`src/rtl/core/dutc_pkg.sv`:
```
// Shared types and constants for the disciplined UTC clock.
// No dependencies; imported by every module of the block.
`default_nettype none

package dutc_pkg;

    // Field widths fixed by the item formats
    localparam int ADJ_W  = 48;
    localparam int TIME_W = 64;
    localparam int CORR_W = 12;
    localparam int CFG_W  = 8;

    // Defaults for the top-level parameters
    localparam int USEC_PER_PERIOD_DEF = 131072;
    localparam int MAX_CORR_X16_DEF    = 1600;

    // An adjustment at or above this magnitude steps the UTC time
    localparam int STEP_THRESHOLD_USEC = 3000;

    // Reset value of the cycles-per-microsecond register
    localparam logic [CFG_W-1:0] CYCLES_PER_USEC_RST = 8'd48;

    // Kind of input item
    typedef enum logic {
        ACT_TICK   = 1'b0,
        ACT_ADJUST = 1'b1
    } action_t;

    // One input item as held in the input register
    typedef struct packed {
        action_t                  action;
        logic signed [ADJ_W-1:0]  adj;
    } dutc_item_t;

endpackage

`default_nettype wire

```
`src/rtl/core/dutc_in_stage.sv`:
```
// Input register of the disciplined UTC clock.
// Uses dutc_pkg for the item type.
`default_nettype none

module dutc_in_stage
    import dutc_pkg::*;
(
    input  wire logic       aclk,
    input  wire logic       aresetn,
    // upstream side
    input  wire logic       up_valid,
    output logic            up_ready,
    input  wire dutc_item_t up_item,
    // downstream side
    output logic            dn_valid,
    input  wire logic       dn_ready,
    output dutc_item_t      dn_item
);

    logic       valid_reg;
    dutc_item_t item_reg;

    // Take a new item whenever the held one leaves or none is held
    assign up_ready = !valid_reg || dn_ready;

    always_ff @(posedge aclk) begin
        if (!aresetn) begin
            valid_reg <= 1'b0;
        end else if (up_ready) begin
            valid_reg <= up_valid;
        end
    end

    // Payload needs no reset
    always_ff @(posedge aclk) begin
        if (up_ready && up_valid) begin
            item_reg <= up_item;
        end
    end

    assign dn_valid = valid_reg;
    assign dn_item  = item_reg;

endmodule

`default_nettype wire

```
`src/rtl/core/dutc_update.sv`:
```
// Clock state, its single-pass update and the result register.
// Uses dutc_pkg for widths, constants and the item type.
`default_nettype none

module dutc_update
    import dutc_pkg::*;
#(
    parameter int USEC_PER_PERIOD = USEC_PER_PERIOD_DEF,
    parameter int MAX_CORR_X16    = MAX_CORR_X16_DEF
) (
    input  wire logic                    aclk,
    input  wire logic                    aresetn,
    input  wire logic [CFG_W-1:0]        cycles_per_usec,
    // item from the input register
    input  wire logic                    in_valid,
    output logic                         in_ready,
    input  wire dutc_item_t              in_item,
    // result side
    output logic                         out_valid,
    input  wire logic                    out_ready,
    output logic [TIME_W-1:0]            mono_usec,
    output logic [TIME_W-1:0]            utc_usec,
    output logic                         utc_valid,
    output logic signed [ADJ_W-1:0]      last_adjustment_usec,
    output logic signed [CORR_W-1:0]     rate_correction_x16
);

    localparam int USEC_W = $clog2(USEC_PER_PERIOD);
    localparam logic [USEC_W:0] PERIOD_CMP = (USEC_W+1)'(USEC_PER_PERIOD);
    localparam logic [TIME_W-1:0] PERIOD_T = TIME_W'(USEC_PER_PERIOD);
    localparam logic signed [CORR_W:0] MAX_CORR = (CORR_W+1)'(MAX_CORR_X16);
    localparam logic [ADJ_W-1:0] STEP_THR = ADJ_W'(STEP_THRESHOLD_USEC);

    // State; mono_read and utc_read carry time plus the in-period count
    logic                       out_valid_reg, out_valid_next;
    logic [CFG_W-1:0]           pre_reg, pre_next;
    logic [USEC_W-1:0]          usec_reg, usec_next;
    logic [TIME_W-1:0]          mono_read_reg, mono_read_next;
    logic [TIME_W-1:0]          utc_time_reg, utc_time_next;
    logic [TIME_W-1:0]          utc_read_reg, utc_read_next;
    logic                       utc_set_reg, utc_set_next;
    logic signed [CORR_W-1:0]   corr_reg, corr_next;
    logic signed [ADJ_W-1:0]    prev_reg, prev_next;

    logic                       advance;
    logic [CFG_W-1:0]           lim;
    logic [CFG_W:0]             pre_inc;
    logic                       usec_step;
    logic [USEC_W:0]            usec_inc;
    logic                       wrap;
    logic signed [CORR_W:0]     corr_ext;
    logic signed [CORR_W:0]     corr_div;
    logic [TIME_W-1:0]          utc_wrap;
    logic signed [ADJ_W-1:0]    adj;
    logic signed [ADJ_W:0]      delta;
    logic                       adj_pos;
    logic                       delta_pos;
    logic signed [CORR_W:0]     corr_sum;
    logic signed [CORR_W:0]     corr_clamp;
    logic [ADJ_W-1:0]           mag;
    logic [TIME_W-1:0]          adj64;
    logic                       do_step;
    logic                       floor_one;

    assign in_ready = !out_valid_reg || out_ready;
    assign advance  = in_valid && in_ready;

    // Tick path: prescaler, in-period count, period overflow
    always_comb begin
        lim       = (cycles_per_usec == '0) ? CFG_W'(1) : cycles_per_usec;
        pre_inc   = {1'b0, pre_reg} + (CFG_W+1)'(1);
        usec_step = pre_inc >= {1'b0, lim};
        usec_inc  = {1'b0, usec_reg} + (USEC_W+1)'(1);
        wrap      = usec_inc >= PERIOD_CMP;
        corr_ext  = {corr_reg[CORR_W-1], corr_reg};
        // division by sixteen, truncating toward zero
        corr_div  = corr_ext / 13'sd16;
        utc_wrap  = utc_time_reg + PERIOD_T
                  + {{(TIME_W-CORR_W-1){corr_div[CORR_W]}}, corr_div};
    end

    // Adjust path: correction update and UTC step
    always_comb begin
        adj       = in_item.adj;
        delta     = {adj[ADJ_W-1], adj} - {prev_reg[ADJ_W-1], prev_reg};
        adj_pos   = !adj[ADJ_W-1] && (adj != '0);
        delta_pos = !delta[ADJ_W] && (delta != '0);
        corr_sum  = corr_ext + (adj_pos ? 13'sd1 : -13'sd1)
                  + (delta_pos ? 13'sd1 : -13'sd1);
        if (corr_sum > MAX_CORR) begin
            corr_clamp = MAX_CORR;
        end else if (corr_sum < -MAX_CORR) begin
            corr_clamp = -MAX_CORR;
        end else begin
            corr_clamp = corr_sum;
        end
        mag       = adj[ADJ_W-1] ? ADJ_W'(-adj) : ADJ_W'(adj);
        adj64     = {{(TIME_W-ADJ_W){adj[ADJ_W-1]}}, adj};
        do_step   = (mag >= STEP_THR) || !utc_set_reg;
        floor_one = adj[ADJ_W-1] && ({{(TIME_W-ADJ_W){1'b0}}, mag} > utc_time_reg);
    end

    // Next state for the item moving in
    always_comb begin
        pre_next       = pre_reg;
        usec_next      = usec_reg;
        mono_read_next = mono_read_reg;
        utc_time_next  = utc_time_reg;
        utc_read_next  = utc_read_reg;
        utc_set_next   = utc_set_reg;
        corr_next      = corr_reg;
        prev_next      = prev_reg;
        out_valid_next = out_valid_reg && !out_ready;
        if (advance) begin
            out_valid_next = 1'b1;
            case (in_item.action)
                ACT_TICK: begin
                    if (usec_step) begin
                        pre_next       = '0;
                        mono_read_next = mono_read_reg + TIME_W'(1);
                        if (wrap) begin
                            usec_next = '0;
                            if (utc_set_reg) begin
                                utc_time_next = utc_wrap;
                            end
                            utc_read_next = utc_set_reg ? utc_wrap : utc_time_reg;
                        end else begin
                            usec_next     = usec_inc[USEC_W-1:0];
                            utc_read_next = utc_read_reg + TIME_W'(1);
                        end
                    end else begin
                        pre_next = pre_inc[CFG_W-1:0];
                    end
                end
                ACT_ADJUST: begin
                    prev_next = adj;
                    corr_next = corr_clamp[CORR_W-1:0];
                    if (do_step) begin
                        if (floor_one) begin
                            utc_time_next = TIME_W'(1);
                            utc_read_next = TIME_W'(1) + TIME_W'(usec_reg);
                        end else begin
                            utc_time_next = utc_time_reg + adj64;
                            utc_read_next = utc_read_reg + adj64;
                        end
                        if (!utc_set_reg) begin
                            utc_set_next = 1'b1;
                            corr_next    = '0;
                        end
                    end
                end
                default: begin
                    pre_next = pre_reg;
                end
            endcase
        end
    end

    // State registers; all but out_valid_reg change only as an item enters the result slot
    always_ff @(posedge aclk) begin
        if (!aresetn) begin
            out_valid_reg <= 1'b0;
            pre_reg       <= '0;
            usec_reg      <= '0;
            mono_read_reg <= '0;
            utc_time_reg  <= '0;
            utc_read_reg  <= '0;
            utc_set_reg   <= 1'b0;
            corr_reg      <= '0;
            prev_reg      <= '0;
        end else begin
            out_valid_reg <= out_valid_next;
            pre_reg       <= pre_next;
            usec_reg      <= usec_next;
            mono_read_reg <= mono_read_next;
            utc_time_reg  <= utc_time_next;
            utc_read_reg  <= utc_read_next;
            utc_set_reg   <= utc_set_next;
            corr_reg      <= corr_next;
            prev_reg      <= prev_next;
        end
    end

    // Results read straight from the state, which holds while stalled
    assign out_valid            = out_valid_reg;
    assign mono_usec            = mono_read_reg;
    assign utc_usec             = utc_set_reg ? utc_read_reg : '0;
    assign utc_valid            = utc_set_reg;
    assign last_adjustment_usec = prev_reg;
    assign rate_correction_x16  = corr_reg;

`ifndef ASSERT_OFF
    a_corr_range: assert property (@(posedge aclk) disable iff (!aresetn)
        (corr_ext <= MAX_CORR) && (corr_ext >= -MAX_CORR))
        else $error("rate correction out of range");

    a_unset_clean: assert property (@(posedge aclk) disable iff (!aresetn)
        !utc_set_reg |-> (corr_reg == '0) && (utc_time_reg == '0))
        else $error("correction or UTC moved before UTC was set");

    a_set_sticky: assert property (@(posedge aclk) disable iff (!aresetn)
        utc_set_reg |=> utc_set_reg)
        else $error("UTC set flag cleared");

    a_usec_range: assert property (@(posedge aclk) disable iff (!aresetn)
        {1'b0, usec_reg} < PERIOD_CMP)
        else $error("in-period count reached the period");

    a_mono_step: assert property (@(posedge aclk) disable iff (!aresetn)
        advance |=> (mono_read_reg == $past(mono_read_reg))
                 || (mono_read_reg == $past(mono_read_reg) + TIME_W'(1)))
        else $error("monotonic time moved by more than one microsecond");

    a_hold_stall: assert property (@(posedge aclk) disable iff (!aresetn)
        !advance |=> (mono_read_reg == $past(mono_read_reg))
                  && (utc_read_reg == $past(utc_read_reg)))
        else $error("state changed without an item");
`endif

endmodule

`default_nettype wire

```
`src/rtl/core/disciplined_utc_clock_top.sv`:
```
// Top level of the disciplined UTC clock: stream ports and the config register.
// Depends on dutc_pkg, dutc_in_stage and dutc_update.
`default_nettype none

// Keeps a monotonic and a UTC microsecond clock. Each tick item stands for
// one core clock cycle; an adjust item feeds a measured UTC error into the
// rate correction and steps UTC when the error is large or UTC is unset.
// Every item gives one result with the current readable times. The block
// takes one item per clock cycle while m_tready is high; an accepted item is
// held in the input register and its result is then loaded into the state
// register, which is also the result register, once that register is empty
// or being taken, and m_tvalid then rises. The state update is one pass of
// adds and compares, so while m_tready is high nothing limits the rate
// below one item a cycle. No clearing pass is needed after reset.
// cycles_per_usec may only be written while idle.

module disciplined_utc_clock_top
    import dutc_pkg::*;
#(
    parameter int USEC_PER_PERIOD = USEC_PER_PERIOD_DEF,
    parameter int MAX_CORR_X16    = MAX_CORR_X16_DEF
) (
    input  wire logic               aclk,
    input  wire logic               aresetn,
    // configuration: cycles_per_usec
    input  wire logic               cfg_wr_en,
    input  wire logic [CFG_W-1:0]   cfg_wr_data,
    // input items
    input  wire logic               s_tvalid,
    output logic                    s_tready,
    input  wire logic [47:0]        s_tdata,  // [47:0] adjustment_usec
    input  wire logic [0:0]         s_tuser,  // [0] action
    // result items
    output logic                    m_tvalid,
    input  wire logic               m_tready,
    // [63:0] mono_usec, [127:64] utc_usec, [128] utc_valid,
    // [176:129] last_adjustment_usec, [188:177] rate_correction_x16, [191:189] zero
    output logic [191:0]            m_tdata
);

    logic [CFG_W-1:0]           cycles_per_usec_reg;
    dutc_item_t                 up_item;
    dutc_item_t                 held_item;
    logic                       held_valid;
    logic                       held_ready;
    logic [TIME_W-1:0]          mono_usec;
    logic [TIME_W-1:0]          utc_usec;
    logic                       utc_valid;
    logic signed [ADJ_W-1:0]    last_adjustment_usec;
    logic signed [CORR_W-1:0]   rate_correction_x16;

    // Configuration register
    always_ff @(posedge aclk) begin
        if (!aresetn) begin
            cycles_per_usec_reg <= CYCLES_PER_USEC_RST;
        end else if (cfg_wr_en) begin
            cycles_per_usec_reg <= cfg_wr_data;
        end
    end

    assign up_item = {action_t'(s_tuser[0]), s_tdata[ADJ_W-1:0]};

    dutc_in_stage u_in_stage (
        .aclk     (aclk),
        .aresetn  (aresetn),
        .up_valid (s_tvalid),
        .up_ready (s_tready),
        .up_item  (up_item),
        .dn_valid (held_valid),
        .dn_ready (held_ready),
        .dn_item  (held_item)
    );

    dutc_update #(
        .USEC_PER_PERIOD (USEC_PER_PERIOD),
        .MAX_CORR_X16    (MAX_CORR_X16)
    ) u_update (
        .aclk                 (aclk),
        .aresetn              (aresetn),
        .cycles_per_usec      (cycles_per_usec_reg),
        .in_valid             (held_valid),
        .in_ready             (held_ready),
        .in_item              (held_item),
        .out_valid            (m_tvalid),
        .out_ready            (m_tready),
        .mono_usec            (mono_usec),
        .utc_usec             (utc_usec),
        .utc_valid            (utc_valid),
        .last_adjustment_usec (last_adjustment_usec),
        .rate_correction_x16  (rate_correction_x16)
    );

    // Pack the result item
    assign m_tdata = {3'b000, rate_correction_x16, last_adjustment_usec,
                      utc_valid, utc_usec, mono_usec};

endmodule

`default_nettype wire
```
`config.mk`:
```
export PLATFORM = sky130hd
export DESIGN_NAME = disciplined_utc_clock_top
export DESIGN_NICKNAME = d
export VERILOG_FILES = /design/src/rtl/core/dutc_pkg.sv /design/src/rtl/core/dutc_in_stage.sv /design/src/rtl/core/dutc_update.sv /design/src/rtl/core/disciplined_utc_clock_top.sv
export SDC_FILE = /design/constraint.sdc
export NUM_CORES = 2
export LEC_CHECK = 0
export BUFFER_PORTS_ARGS = -buffer_cell sky130_fd_sc_hd__buf_2
export CAP_MARGIN = 10
export CORE_MARGIN = 2
export CORE_UTILIZATION = 45
export CTS_CLUSTER_SIZE = 10
export DETAILED_ROUTE_END_ITERATION = 12
export PLACE_DENSITY_LB_ADDON = 0.2
export SYNTH_ARGS = -nofsm -noshare
export SYNTH_HDL_FRONTEND = slang
export SYNTH_HIERARCHICAL = 1
export SYNTH_SLANG_ARGS = --single-unit
export TNS_END_PERCENT = 50
```
`constraint.sdc`:
```
create_clock -name aclk -period 9.3 [get_ports aclk]
set_input_delay 1.86 -clock aclk [delete_from_list [all_inputs] [get_ports aclk]]
set_output_delay 1.86 -clock aclk [all_outputs]
set_load 0.03 [all_outputs]
```
# Word-level counts from Yosys, hierarchy flattened
# Cells that the tools add are included.
# W data, S select, Z words.
# totals
reg_bits	337
in_bits	62
output_inout_bits	194
wordCells	86
# classes
addsub	14
n_lt_le_gt_ge	6
eq_ne	3
muxes	23
bitwise_logic	2
n_reduce_logical	25
# ops
op	n
$mux W64	10
$pmux W64 S2	2
$add A64 B64 Y64	3
$add A64 B1 Y64 const B	2
$add A64 B18 Y64 const B	1
$gt A48 B64 Y1	1
$reduce_bool A49 Y1	1
$sub A48 B48 Y49	1
$ge A48 B12 Y1 const B	1
$mux W12	4
$mux W48	1
$neg A48 Y48	1
$reduce_bool A48 Y1	1
$mux W13	2
$add A1 B17 Y18 const A	1
$add A17 B1 Y18 const B	1
$ge A18 B18 Y1 const B	1
$mux W17	1
$mux W8	2
$add A12 B13 Y13	1
$add A13 B1 Y13	1
$add A13 B13 Y13	1
$gt A13 B12 Y1 const B	1
$lt A13 B12 Y1 const B	1
14 further kinds	31

# Depth between registers and ports, before layout
# depth
word_depth	10
ltp_mapped	31
ltp_nobuf	29

# Cells and area by module
# The synthesis kept the hierarchy.
# by_module_without_submodules
mod	instances	cells_each	area_each_um2	seq_area_each_um2
dutc_update	1	4723	33759.9	5585.4
dutc_in_stage	1	54	1529.0	1491.4
disciplined_utc_clock_top	1	30	330.3	160.2

# Worst setup path before layout
# OpenSTA, ideal clock, no wires.
# synth_timing
path_kind	flip-flop to flip-flop
start	register u_update.corr_reg[0], in the netlist u_update/rate_correction_x16[0]
end	register u_update.utc_read_reg[53]
setup_ns	0.070
arrival_time_ns	7.236
required_ns	9.230
setup_slack_ns	1.994
stages_incl_launch_ff	22
n_path_buf	1
synth_period_minus_slack_ns	7.306
path_cell_list	dfxtp_1 nor4_1 nor2_1 ha_1 ha_1 nand3_1 nor3_1 a21oi_1 ha_1 ha_1 clkbuf_1 nand4_1 or3_1 o21ai_0 a21oi_1 o21ai_0 a21oi_1 or4_1 a41oi_1 o31a_1 o22ai_1 a21oi_1
# synth_between
elab_chain_len	8
# synth_rtl
element	line_no	source
start, declared	dutc_update.sv:42	logic signed [CORR_W-1:0] corr_reg, corr_next;
start signal, assigned	dutc_update.sv:179	corr_reg <= corr_next;
$reduce_or A4 Y1 (no line)	-	
$and A1 B1 Y1 (no line)	-	
$add A13 B1 Y13 (no line)	-	
$add A64 B64 Y64	dutc_update.sv:79	+ {{(TIME_W-CORR_W-1){corr_div[CORR_W]}}, corr_div};
$mux W64	dutc_update.sv:126	utc_read_next = utc_set_reg ? utc_wrap : utc_time_reg;
$mux W64	dutc_update.sv:121	if (wrap) begin
$mux W64	dutc_update.sv:118	if (usec_step) begin
$pmux W64 S2	dutc_update.sv:116	case (in_item.action)
end signal, assigned	dutc_update.sv:177	utc_read_reg <= utc_read_next;
end, declared	dutc_update.sv:40	logic [TIME_W-1:0] utc_read_reg, utc_read_next;
# No other way between the ends. The select of a mux whose other input is x is not followed.
# A chain may end at the register's enable or synchronous reset.

# Final worst setup path
# layout_timing
start	register u_in_stage.item_reg, in the netlist u_in_stage/dn_item[0]
end	register u_update.corr_reg[3], in the netlist u_update/rate_correction_x16[3]
# layout_between
elab_chain_len	10
word_cells_on_any_way	20
classes_between	4 x add/sub; 3 x order compare; 7 x mux; 6 x reduce/logical
# layout_rtl
element	line_no	source
start, declared	dutc_in_stage.sv:21	dutc_item_t item_reg;
start signal, assigned	dutc_in_stage.sv:37	item_reg <= up_item;
$sub A48 B48 Y49 / $reduce_bool A48 Y1 (equally long branches)	dutc_update.sv:85, dutc_update.sv:86	
$reduce_bool A49 Y1, or another cell as far along	dutc_update.sv:87	delta_pos = !delta[ADJ_W] && (delta != '0);
$logic_and A1 B1 Y1 / $mux W13 (equally long branches)	dutc_update.sv:87, dutc_update.sv:88	
$mux W13 / $add A12 B13 Y13 (equally long branches)	dutc_update.sv:89, dutc_update.sv:88	
$add A13 B13 Y13	dutc_update.sv:89	+ (delta_pos ? 13'sd1 : -13'sd1);
$lt A13 B12 Y1	dutc_update.sv:92	end else if (corr_sum < -MAX_CORR) begin
$mux W12	dutc_update.sv:92	
$mux W12	dutc_update.sv:90	if (corr_sum > MAX_CORR) begin
$mux W12	dutc_update.sv:146	if (!utc_set_reg) begin
$mux W12 *	dutc_update.sv:138	if (do_step) begin
# Every way passes the cells marked *; elsewhere a longest branch is shown, timed or not.

==> impl_metrics.json <==
{
  "cp-start-kind": "flop",
  "final_util": 0.498,
  "min_period_ns": 8.51,
  "final_cell_area_mm2": 0.0391,
  "clock_sinks": 337,
  "wl_met1_um": 63600,
  "fmax_mhz": 117,
  "post_cts_buffers": 0,
  "final_layout_size_suffix_gt1_frac": 0.0925,
  "ys_ff_latch": 337,
  "vias_per_cell": 6.31,
  "antenna_found_initial": 2,
  "die_y_um": 285,
  "cts_resized": 0,
  "nets": 5375,
  "status": "finished, final reports clean",
  "syn_to_final_growth_pct": 9.82,
  "power.share.sequential": 0.347,
  "reg2reg_to": "u_update/rate_correction_x16[3]$_SDFFE_PN0P_",
  "cts_tree": "built",
  "numCtsBuffers": 44,
  "synthTopCellsByCount": "nand2_1, a21oi_1, ha_1",
  "syn_inst": 4807,
  "port_buffers": 252,
  "whs_path_depth": 2,
  "finalHoldViolCount": 0,
  "vias": 37869,
  "h-tree-depth": 2,
  "end_kind": "flop",
  "worst_pin_slew_ns": 1.35,
  "core_mm2": 0.0786,
  "synth_top_cell_by_area": "dfxtp_1",
  "drc": 0,
  "hold_path_class": "flop to flop",
  "std_cell_rows": 103,
  "drt-initial-drc-count": 4252,
  "first_global_vias": 34418,
  "wl_um": 144000,
  "switching_share": 0.365,
  "ys_types": 96,
  "finalPower_uw": 4640,
  "relSlewSlack": 0.0919,
  "antenna_left": 0,
  "synth_edf_count": 49,
  "arrival_ns": 9.00,
  "ios": 256,
  "worst_ep_required_time_ns": 9.79,
  "die_w_um": 285,
  "pwr-share-comb": 0.289,
  "n_antenna_cell": 0,
  "clockRootBuffer": "clkbuf_16",
  "min-delay-start": "u_update/last_adjustment_usec[46]$_SDFFE_PN0P_",
  "grt_pass1_wl_um": 216000,
  "clock_skew_ns": 0.0366,
  "drtPass1Iterations": 6,
  "met3_length_um": 15400,
  "drt-wirelength-per-cell_um": 24.0,
  "period_share": 0.915,
  "leakagePower_uw": 0.0168,
  "rsz0062_at_grt": "no",
  "gp_congestion": 1.01,
  "n_fill_cell": 8018,
  "critPathKind": "flop to flop",
  "whs_ns": 0.465,
  "p_clk_frac": 0.364,
  "fp.dieArea_mm2": 0.0814,
  "maxCapViolations": 0,
  "initial_core_util": 0.453,
  "grt_max_degree": 92,
  "fin_tns_setup_ns": 0,
  "synth_top_area_share": 0.162,
  "synth-seq-area-share": 0.203,
  "dpl-instance-area_mm2": 0.0378,
  "power.switching_uw": 1690,
  "path_max_fanout": 10,
  "route.met2.wl_um": 58800,
  "drv_slew": 0,
  "power_density_mw_per_mm2": 119,
  "ys_warn_count": 6,
  "r2r-start": "u_in_stage/dn_item[0]$_DFFE_PP_",
  "clock_latency_ns": 0.62,
  "holdPathEnd": "u_update/last_adjustment_usec[46]$_SDFFE_PN0P_",
  "p_int_uw": 2950,
  "syn_area_mm2": 0.0356,
  "clockBufferDepth": 3,
  "track_usage": 0.340,
  "reg2reg_slack_ns": 0.79,
  "synth_async_sr_flop_share": 0,
  "reg2reg_depth": 27,
  "ir_worst_vdd_v": 0.000136,
  "grt_overflow": 0,
  "setup_viol_count_final": 0,
  "dpl.hpwl_um": 110000,
  "top_layer": "met4",
  "ys.flop_type": "dfxtp_1",
  "cts_hold_buf": 0,
  "synth_most_common_cell": "nand2_1",
  "netlist_top_cells_area": "dfxtp_1, ha_1, a21oi_1",
  "clkTransAtPathRegs_ns": 0.06,
  "syn_area_per_cell_um2": 7.41
}
==> worst max-delay path by stage <==
stage	startpoint	to	cells after the start
after floorplan	u_update/rate_correction_x16[0]$_SDFFE_PN0P_	u_update/utc_read_reg[53]$_SDFFE_PN0P_	21
after global placement	u_in_stage/dn_item[1]$_DFFE_PP_	u_update/rate_correction_x16[1]$_SDFFE_PN0P_	26
after detailed placement	u_in_stage/dn_item[1]$_DFFE_PP_	u_update/rate_correction_x16[6]$_SDFFE_PN0P_	27
after CTS	u_in_stage/dn_item[1]$_DFFE_PP_	u_update/rate_correction_x16[3]$_SDFFE_PN0P_	26
after global routing	u_in_stage/dn_item[1]$_DFFE_PP_	u_update/rate_correction_x16[3]$_SDFFE_PN0P_	26
final	u_in_stage/dn_item[0]$_DFFE_PP_	u_update/rate_correction_x16[3]$_SDFFE_PN0P_	27
==> metrics by stage <==
| step | std cells | setup slack, ns |
|---|---|---|
| global route | 6003 | 0.122 |
| global placement | 5927 | 1.03 |
| detailed placement | 5927 | 0.929 |
| CTS | 6003 | 0.861 |
| floorplan | 4809 | 1.99 |
| finish | 6003 | 0.788 |
==> power by group through the flow <==
stage | combinational [µW] | clock, µW | sequential [µW]
final | 1340 | 1690 | 1610
after global routing | 1450 | 1770 | 1610
after CTS | 1300 | 1720 | 1600
after detailed placement | 1290 | 0 | 1640
after global placement | 1290 | 0 | 1630
after floorplan | 903 | 0 | 1620
==> critical path: stages, from the launching register on <==
cell       delay (ns)
edfxtp_1         0.43
inv_1            0.11
ha_1             0.22
fa_1             0.41
nand2b_1         0.23
a21o_1           0.22
a211o_1          0.31
a21oi_1          0.40
o21ai_0          0.30
o311ai_0         0.65
a21o_1           0.21
nand2_1          0.05
a31oi_1          0.49
and2_1           0.66
inv_1            0.25
fa_1             0.52
ha_1             0.35
a21o_1           0.19
a21oi_1          0.21
o21bai_1         0.11
a2111oi_0        0.39
nor2_1           0.13
a311o_1          0.40
o31ai_1          0.26
xnor2_1          0.23
o21a_1           0.24
nor2_1           0.12
a32o_1           0.32
==> cells in the final DEF (no fill, tap or decap), types with 38 or more instances in the layout <==
cell type and instances:
nand2_1 510, a21oi_1 497, ha_1 376, o21ai_0 367, nor2_1 317, dfxtp_1 287
buf_2 251, inv_1 224, xnor2_1 216, a21o_1 173, nand3_1 162, xor2_1 133
nand4_1 103, a31oi_1 100, and2_1 96, nor3_1 82, buf_4 74, and3_1 68
or3_1 51, edfxtp_1 49, o211ai_1 46, clkbuf_16 45, o21a_1 42, a211oi_1 42
nor4_1 39, o21bai_1 38
==> layer usage <==
layer / up-vias / GRT usage
met5: - / 0
met4: 0 / 0.135
met3: 244 / 0.0677
met2: 1842 / 0.494
met1: 17884 / 0.489
li1: 17899 / -
==> area by class of cell <==
class / count / area (µm²) / area share
clock buffer: 64 / 1240 / 0.0316
clock inverter: 12 / 124 / 0.00317
inverter: 227 / 858 / 0.0219
multi-input combinational: 3987 / 26500 / 0.678
sequential: 337 / 7240 / 0.185
tap: 1050 / 1310 / 0.0336
timing repair buffer: 326 / 1830 / 0.0468
==> cell families after synthesis <==
family / Yosys count / share of synthesized area
xor+xnor: 349 / 0.0858
flops: 337 / 0.203
other cells: 1 / 0.000105
compound gates: 1613 / 0.288
buf+inv: 485 / 0.0542
fa+ha+maj: 390 / 0.140
simple gates: 1589 / 0.216
mux: 43 / 0.0123
Power figures use the tool's default switching activity.
